--- src/rtl/ferc_pkg.sv ---
package ferc_pkg;

	localparam int DEPTH_DEF        = 16;
	localparam int TAG_BITS_DEF     = 48;
	localparam int PAYLOAD_BITS_DEF = 32;
	localparam int VERSION_BITS_DEF = 32;

	localparam int              MAX_ENTRIES_W   = 5;
	localparam logic [4:0]      MAX_ENTRIES_RST = 5'd16;

	typedef enum logic [1:0] {
		OP_INSERT = 2'd0,
		OP_FIND   = 2'd1,
		OP_QUERY  = 2'd2,
		OP_CLEAR  = 2'd3
	} op_t;

	typedef enum logic [1:0] {
		ST_IDLE,
		ST_SCAN,
		ST_RESOLVE
	} state_t;

endpackage

--- src/rtl/ferc_ram.sv ---
module ferc_ram import ferc_pkg::*; #(
	parameter int DEPTH = DEPTH_DEF,
	parameter int WIDTH = 8,
	localparam int AW = $clog2(DEPTH)
) (
	input  logic             clk,
	input  logic             wr_en,
	input  logic [AW-1:0]    wr_addr,
	input  logic [WIDTH-1:0] wr_data,
	input  logic             rd_en,
	input  logic [AW-1:0]    rd_addr,
	output logic [WIDTH-1:0] rd_data
);

	logic [WIDTH-1:0] mem [DEPTH];
	logic [WIDTH-1:0] rd_data_q;

	always_ff @(posedge clk) begin
		if (wr_en) begin
			mem[wr_addr] <= wr_data;
		end
		if (rd_en) begin
			rd_data_q <= mem[rd_addr];
		end
	end

	assign rd_data = rd_data_q;

endmodule

--- src/rtl/fifo_evicting_resource_cache_core.sv ---
// channel   ports                                         handshake
// -------   -------------------------------------------   ---------------------------
// item in   op key_tag data_version entry_payload         start high, busy low
//           entry_uploaded_version
// result    hit out_payload out_uploaded_version          done high for one cycle
//           needs_upload evicted
// config    cfg_wr_data (max_entries)                     cfg_wr_en high
//
// find, query and insert scan the occupied slots through the key memory, one slot
// read per cycle, stopping at the first match, so a miss takes longer than a hit;
// clear skips the scan and goes straight to resolve. the next item is taken in the
// cycle that done is shown.
// reset empties the table and sets max_entries to 16; memory contents are kept.
// done cannot be held off by the receiver.
module fifo_evicting_resource_cache_core import ferc_pkg::*; #(
	parameter int DEPTH        = DEPTH_DEF,
	parameter int TAG_BITS     = TAG_BITS_DEF,
	parameter int PAYLOAD_BITS = PAYLOAD_BITS_DEF,
	parameter int VERSION_BITS = VERSION_BITS_DEF
) (
	input  logic                     clk,
	input  logic                     arst_n,
	input  logic                     start,
	output logic                     busy,
	input  logic [1:0]               op,
	input  logic [TAG_BITS-1:0]      key_tag,
	input  logic [VERSION_BITS-1:0]  data_version,
	input  logic [PAYLOAD_BITS-1:0]  entry_payload,
	input  logic [VERSION_BITS-1:0]  entry_uploaded_version,
	input  logic                     cfg_wr_en,
	input  logic [MAX_ENTRIES_W-1:0] cfg_wr_data,
	output logic                     done,
	output logic                     hit,
	output logic [PAYLOAD_BITS-1:0]  out_payload,
	output logic [VERSION_BITS-1:0]  out_uploaded_version,
	output logic                     needs_upload,
	output logic                     evicted
);

	localparam int AW = $clog2(DEPTH);
	localparam int CW = $clog2(DEPTH + 1);
	localparam int SW = CW + 1;
	localparam int EW = (CW > MAX_ENTRIES_W) ? CW : MAX_ENTRIES_W;
	localparam int KW = TAG_BITS + VERSION_BITS;
	localparam int DW = PAYLOAD_BITS + VERSION_BITS;

	state_t state_q, state_d;

	op_t                     op_q;
	logic [TAG_BITS-1:0]     tag_q;
	logic [VERSION_BITS-1:0] ver_q;
	logic [PAYLOAD_BITS-1:0] pay_q;
	logic [VERSION_BITS-1:0] upl_q;

	logic [AW-1:0]            oldest_q;
	logic [CW-1:0]            occ_q;
	logic [MAX_ENTRIES_W-1:0] max_entries_q;

	logic [CW-1:0] scan_off_q;
	logic [AW-1:0] scan_slot_q;
	logic          cmp_vld_s1;
	logic [AW-1:0] cmp_slot_s1;

	logic                    hit_q;
	logic [AW-1:0]           hit_slot_q;
	logic [PAYLOAD_BITS-1:0] hit_pay_q;
	logic [VERSION_BITS-1:0] hit_upl_q;

	logic                    done_q, hit_out_q, needs_q, evicted_q;
	logic [PAYLOAD_BITS-1:0] out_pay_q;
	logic [VERSION_BITS-1:0] out_upl_q;

	logic [KW-1:0] key_rd_s1;
	logic [DW-1:0] data_rd_s1;

	logic          accept, key_match, found, issue;
	logic          wr_key, wr_data;
	logic [AW-1:0] wr_addr;
	logic [CW-1:0] cap;
	logic [EW-1:0] me_ext;
	logic          full, do_evict;
	logic [SW-1:0] app_sum;
	logic [AW-1:0] app_slot;
	logic [AW-1:0] oldest_inc, scan_slot_inc;

	assign accept    = start && (state_q == ST_IDLE);
	assign busy      = (state_q != ST_IDLE);
	assign key_match = (key_rd_s1 == {tag_q, ver_q});

	// capacity clamped to 1..DEPTH
	assign me_ext = EW'(max_entries_q);
	always_comb begin
		if (max_entries_q == '0) begin
			cap = CW'(1);
		end else if (me_ext > EW'(DEPTH)) begin
			cap = CW'(DEPTH);
		end else begin
			cap = CW'(me_ext);
		end
	end

	assign full     = (occ_q >= cap);
	assign do_evict = !hit_q && full && (occ_q != '0);

	// new entry goes at oldest + occupancy, same slot with or without eviction
	always_comb begin
		app_sum = SW'(oldest_q) + SW'(occ_q);
		if (app_sum >= SW'(DEPTH)) begin
			app_sum = app_sum - SW'(DEPTH);
		end
	end
	assign app_slot = AW'(app_sum);

	assign oldest_inc    = (oldest_q == AW'(DEPTH - 1)) ? '0 : oldest_q + AW'(1);
	assign scan_slot_inc = (scan_slot_q == AW'(DEPTH - 1)) ? '0 : scan_slot_q + AW'(1);

	always_comb begin
		state_d = state_q;
		found   = 1'b0;
		issue   = 1'b0;
		wr_key  = 1'b0;
		wr_data = 1'b0;
		wr_addr = hit_q ? hit_slot_q : app_slot;
		unique case (state_q)
			ST_IDLE: begin
				if (start) begin
					state_d = (op_t'(op) == OP_CLEAR) ? ST_RESOLVE : ST_SCAN;
				end
			end
			ST_SCAN: begin
				if (cmp_vld_s1 && key_match) begin
					found   = 1'b1;
					state_d = ST_RESOLVE;
				end else begin
					issue = (scan_off_q != occ_q);
					if (!issue && !cmp_vld_s1) begin
						state_d = ST_RESOLVE;
					end
				end
			end
			ST_RESOLVE: begin
				state_d = ST_IDLE;
				if (op_q == OP_INSERT) begin
					wr_data = 1'b1;
					wr_key  = !hit_q;
				end
			end
			default: begin
				state_d = ST_IDLE;
			end
		endcase
	end

	ferc_ram #(.DEPTH(DEPTH), .WIDTH(KW)) u_key_ram (
		.clk     (clk),
		.wr_en   (wr_key),
		.wr_addr (wr_addr),
		.wr_data ({tag_q, ver_q}),
		.rd_en   (issue),
		.rd_addr (scan_slot_q),
		.rd_data (key_rd_s1)
	);

	ferc_ram #(.DEPTH(DEPTH), .WIDTH(DW)) u_data_ram (
		.clk     (clk),
		.wr_en   (wr_data),
		.wr_addr (wr_addr),
		.wr_data ({pay_q, upl_q}),
		.rd_en   (issue),
		.rd_addr (scan_slot_q),
		.rd_data (data_rd_s1)
	);

	always_ff @(posedge clk or negedge arst_n) begin
		if (!arst_n) begin
			state_q       <= ST_IDLE;
			oldest_q      <= '0;
			occ_q         <= '0;
			max_entries_q <= MAX_ENTRIES_RST;
			cmp_vld_s1    <= 1'b0;
			hit_q         <= 1'b0;
			done_q        <= 1'b0;
		end else begin
			state_q    <= state_d;
			cmp_vld_s1 <= issue;
			done_q     <= (state_q == ST_RESOLVE);
			if (cfg_wr_en) begin
				max_entries_q <= cfg_wr_data;
			end
			if (accept) begin
				hit_q <= 1'b0;
			end else if (found) begin
				hit_q <= 1'b1;
			end
			if (state_q == ST_RESOLVE) begin
				if (op_q == OP_CLEAR) begin
					oldest_q <= '0;
					occ_q    <= '0;
				end else if (op_q == OP_INSERT && !hit_q) begin
					if (do_evict) begin
						oldest_q <= oldest_inc;
					end else begin
						occ_q <= occ_q + CW'(1);
					end
				end
			end
		end
	end

	always_ff @(posedge clk) begin
		if (accept) begin
			op_q        <= op_t'(op);
			tag_q       <= key_tag;
			ver_q       <= data_version;
			pay_q       <= entry_payload;
			upl_q       <= entry_uploaded_version;
			scan_off_q  <= '0;
			scan_slot_q <= oldest_q;
		end else if (issue) begin
			scan_off_q  <= scan_off_q + CW'(1);
			scan_slot_q <= scan_slot_inc;
		end
		if (issue) begin
			cmp_slot_s1 <= scan_slot_q;
		end
		if (found) begin
			hit_slot_q <= cmp_slot_s1;
			hit_pay_q  <= data_rd_s1[DW-1:VERSION_BITS];
			hit_upl_q  <= data_rd_s1[VERSION_BITS-1:0];
		end
		if (state_q == ST_RESOLVE) begin
			unique case (op_q)
				OP_CLEAR: begin
					hit_out_q <= 1'b0;
					out_pay_q <= '0;
					out_upl_q <= '0;
					needs_q   <= 1'b0;
					evicted_q <= 1'b0;
				end
				OP_INSERT: begin
					hit_out_q <= hit_q;
					out_pay_q <= pay_q;
					out_upl_q <= upl_q;
					needs_q   <= (upl_q != ver_q);
					evicted_q <= do_evict;
				end
				OP_FIND, OP_QUERY: begin
					hit_out_q <= hit_q;
					out_pay_q <= hit_q ? hit_pay_q : '0;
					out_upl_q <= hit_q ? hit_upl_q : '0;
					needs_q   <= hit_q ? (hit_upl_q != ver_q) : 1'b1;
					evicted_q <= 1'b0;
				end
				default: begin
					hit_out_q <= 1'b0;
					out_pay_q <= '0;
					out_upl_q <= '0;
					needs_q   <= 1'b0;
					evicted_q <= 1'b0;
				end
			endcase
		end
	end

	assign done                 = done_q;
	assign hit                  = hit_out_q;
	assign out_payload          = out_pay_q;
	assign out_uploaded_version = out_upl_q;
	assign needs_upload         = needs_q;
	assign evicted              = evicted_q;

endmodule
--- config.mk ---
export PLATFORM = sky130hd
export DESIGN_NAME = fifo_evicting_resource_cache_core
export DESIGN_NICKNAME = d
export VERILOG_FILES = /design/src/rtl/ferc_pkg.sv /design/src/rtl/ferc_ram.sv /design/src/rtl/fifo_evicting_resource_cache_core.sv
export SDC_FILE = /design/constraint.sdc
export NUM_CORES = 2
export LEC_CHECK = 0
export BUFFER_PORTS_ARGS = -buffer_cell sky130_fd_sc_hd__buf_2
export CAP_MARGIN = 10
export CORE_UTILIZATION = 67
export DETAILED_ROUTE_END_ITERATION = 7
export GPL_TIMING_DRIVEN = 1
export PLACE_DENSITY_LB_ADDON = 0.08
export REMOVE_ABC_BUFFERS = 1
export SLEW_MARGIN = 20
export SYNTH_ARGS = -nofsm -noshare
export SYNTH_HDL_FRONTEND = slang
export SYNTH_SLANG_ARGS = --single-unit
--- constraint.sdc ---
create_clock -name clk -period 24.2 [get_ports clk]
set_clock_uncertainty 0.05 [all_clocks]
set_input_delay 1.21 -clock clk [delete_from_list [all_inputs] [get_ports clk]]
set_output_delay 1.21 -clock clk [all_outputs]
set_load 0.05 [all_outputs]
==> summary.md <==
| Metric | Value |
|---|---|
| Status | finished, final reports clean |
| Area growth from synthesis to layout | 12.00% |
| Layout Nets | 4865 |
| # IOs | 224 |
| Initial Utilization | 67.81% |
| Critical path startpoint | scan_slot_q[0] |
| CORE AREA | 152800 um2 |
| Worst-skew pair later-pin latency | about 0.9 ns |
| Fmax | about 0.18 GHz |
| Most frequent cells in the layout | edfxtp_1 (2737), mux4_2 (703), clkbuf_16 (293), buf_2 (223), buf_4 (103) |
| Std cell rows | 143 |
| GR met1 Demand/Resource | 44.41% |
| Met2 Use GR | 51.63% |
| Mapped Avg Cell Area | 24.27 um2 |
| Initial DRC count | 6533 |
| Seq/Total Area, Yosys | 79.88% |
| Synth Flop Type | edfxtp_1 |
| Static Leak | between 30 and 40 nW |
| Cells on worst reg2reg path | 6 |
| Tcrit/Tclk final | 22.64% |
| Hold-fix buffers, CTS | 0 |
| Largest net degree at the start of global routing | 149 |
| Crit path kind | reg -> reg |
| Synth cell types | 58 |
| Final ANT Viol Nets | 0 |
| Gpl congestion | 0.8228 |
| FF-to-FF End | u_key_ram.rd_data[11] |
| IO Port Bufs | 223 |
| Final TNS setup | 0 ns |
| RR Startpoint | scan_slot_q[0] |
| GRT Util Overall | 31.46% |
| Post-layout instance area | 116000 um2 |
| Sequential Area | roughly 83000 um2 |
| CTS resizes | 0 |
| CP Capture Point | u_key_ram.rd_data[11] |
| ANT cells | 0 |
| Die span in x | roughly 400 um |
| GRT met3 Usage | 4.956% |
| H-tree depth | 5 |
| Min Tclk post-route | 5.478 ns |
| CP Max Fanout | 105 |
| Clk sinks | 2761 |
| Worst setup SP type | register |
| Fin. Hold Viols | 0 |
| Gr busiest metal | met2 |
| Die Y-Extent | 395.2 um |
| Final WL | 240200 um |
| Grt ovf | 0 |
| FF+latch count, synth | 2761 |
| CTS buffer count | ~280 |
| Hold WC Path Type | in -> async |
| DR vias/cell | approximately 6.9 |
| Post-DP HPWL | 117900 um |
| First-pass GRT wire length | 345000 um |
| Placed instance count | 6437 |
| Mapped cell area | 103600 um2 |
| Final Max Tran Viols | 0 |
| Non-filler instance count after layout | between 6000 and 7000 |
| Synth Instances | 4269 |
| Post-DP Area | 107600 um2 |
| Max VDD drop | 0.2023 mV |
| Max-slew headroom | 19.09% |
| Post-synth top area share | 79.32% |
| WP data arrival | 6.04 ns |
| Area leader, netlist | edfxtp_1 |
| Final setup violation count | 0 |
| Yosys Warn Count | 0 |
| Commonest non-fill, non-tap cell in the layout | edfxtp_1 |
| RSZ-0062 raised after global routing | no |
| Clock Tree Buf Depth | 4 |
| Fin util | 75.94% |
| Postcts setup bufs | 0 |
| Max-cap violation count | 0 |
| Multi-input combinational cell area | 20090 um2 |
| Wire per inst | 34.75 um |
| Via count | 47880 |
| Share of layout cells above drive strength 1 | between 20% and 30% |
| Post-synth ARST share | 0.6882% |
| Fillers | 7905 |
| Drt first pass iters | 6 |
| CTS tree | done |
| Initial antenna violation count | 9 |
| Root Buffer | clkbuf_16 |
| Number of global-route vias before repair | between 40000 and 50000 |
| R2R Setup Slk | 18.72 ns |
| Clk slew on worst S/H paths | roughly 0.06 ns |
| Count of flip-flops with a built-in enable after synthesis | approximately 2700 |
| DRC | 0 |
| Die ar. | 156200 um2 |
| CP endpoint kind | register |
| Synth area leaders | edfxtp_1 (79%), mux4_2 (15%), xnor2_1 (0.61%) |
| Least-Margin Pin Slew | 1.214 ns |
| WP data required | 24.76 ns |
| Power per standard cell area | 114.8 nW/um2 |
[critical path, cell delays in order, from the launching register on]
cell	delay (ns)
edfxtp_1	0.82
buf_4	0.76
buf_12	0.71
buf_4	0.78
buf_4	0.69
mux4_2	0.63
mux4_2	0.46
[report_power, final]
part	internal [mW]	switching, mW	leakage (nW)
clock network	2.36	1.70	4.13
logic	1.41	1.65	7.54
registers	5.90	0.303	25.0
[synthesized netlist by cell type, types with 2 or more instances]
cell type and n:
and3_1 4, o21ai_0 11, or2_2 2, a311oi_1 3, nand2_1 28, buf_1 16
nor3_1 12, nor2_1 99, or3_1 2, xnor2_1 72, a32o_1 2, o22ai_1 7
mux2i_1 26, a222oi_1 2, dfrtp_1 18, a211oi_1 17, o211ai_1 3, a21o_1 5
buf_4 13, o2bb2ai_1 5, xor2_1 65, mux4_2 703, a21oi_1 26, a31oi_1 2
mux2_2 7, and2_1 3, ha_1 16, o311ai_1 2, a22o_2 2, nand2b_1 2
edfxtp_1 2737, nand4_1 22, dfxtp_1 5, clkbuf_1 94, nand3_1 4, a22oi_1 64
nor2b_1 22, buf_2 70, inv_1 37, nor4_1 21
[area by class of cell]
cell class,instances,share of cell area [%]
Multi-Input combinational cell,1276,17.31
Tap cell,2030,2.189
Sequential cell,2761,71.33
Clock inverter,117,0.7418
Timing Repair Buffer,332,1.738
Inverter,38,0.1359
Clock buffer,357,6.560
[layer usage]
layer / vias to the layer above / wire length, um
li1: 19040 / -
met1: 25460 / 88710
met2: 2928 / 122500
met3: 454 / 21460
met4: 6 / 7478
met5: - / 41
[stage by stage]
step | hold slack, ns | power, mW | setup WS (ns)
6_report | 0.2308 | 13.32 | 18.72
2_1_floorplan | 0.3503 | 10.26 | -0.7647
5_1_grt | 0.2377 | 13.75 | 18.23
3_3_place_gp | 0.3507 | 9.307 | 18.61
4_1_cts | 0.2106 | 13.41 | 18.54
3_5_place_dp | 0.3545 | 9.361 | 18.59
[cell families after synthesis]
group	after synthesis	synth area share (%)
muxes	736	15.61
DFF	2761	79.88
buffers and inverters	232	0.9794
and+or+nand+nor	224	1.042
adders and majority gates	17	0.2125
AOI/OAI and AO/OA	162	1.118
xor gates and xnor gates	137	1.158
[how the worst min path moves through the flow]
stage                     slack [ns]                   start       endpoint  cells past startpoint
after floorplan                 0.35  u_data_ram.rd_data[32]   hit_pay_q[0]                      0
after global routing            0.24                  arst_n     cmp_vld_s1                      1
final                           0.23                  arst_n     cmp_vld_s1                      1
after detailed placement        0.35  u_data_ram.rd_data[17]  hit_upl_q[17]                      0
after global placement          0.35  u_data_ram.rd_data[22]  hit_upl_q[22]                      0
after CTS                       0.21                  arst_n     cmp_vld_s1                      1
[state kept, by name, indices dropped and copies added, names as in the netlist, 2 cells and up]
name,flops
u_key_ram.mem,1280
u_data_ram.mem,1024
u_key_ram.rd_data,80
u_data_ram.rd_data,64
tag_q,48
hit_pay_q,32
hit_upl_q,32
out_payload,32
out_uploaded_version,32
pay_q,32
upl_q,32
ver_q,32
max_entries_q,5
occ_q,5
scan_off_q,5
cmp_slot_s1,4
hit_slot_q,4
oldest_q,4
scan_slot_q,4
op_q,2
state_q,2
(Power assumes the default switching activity.)
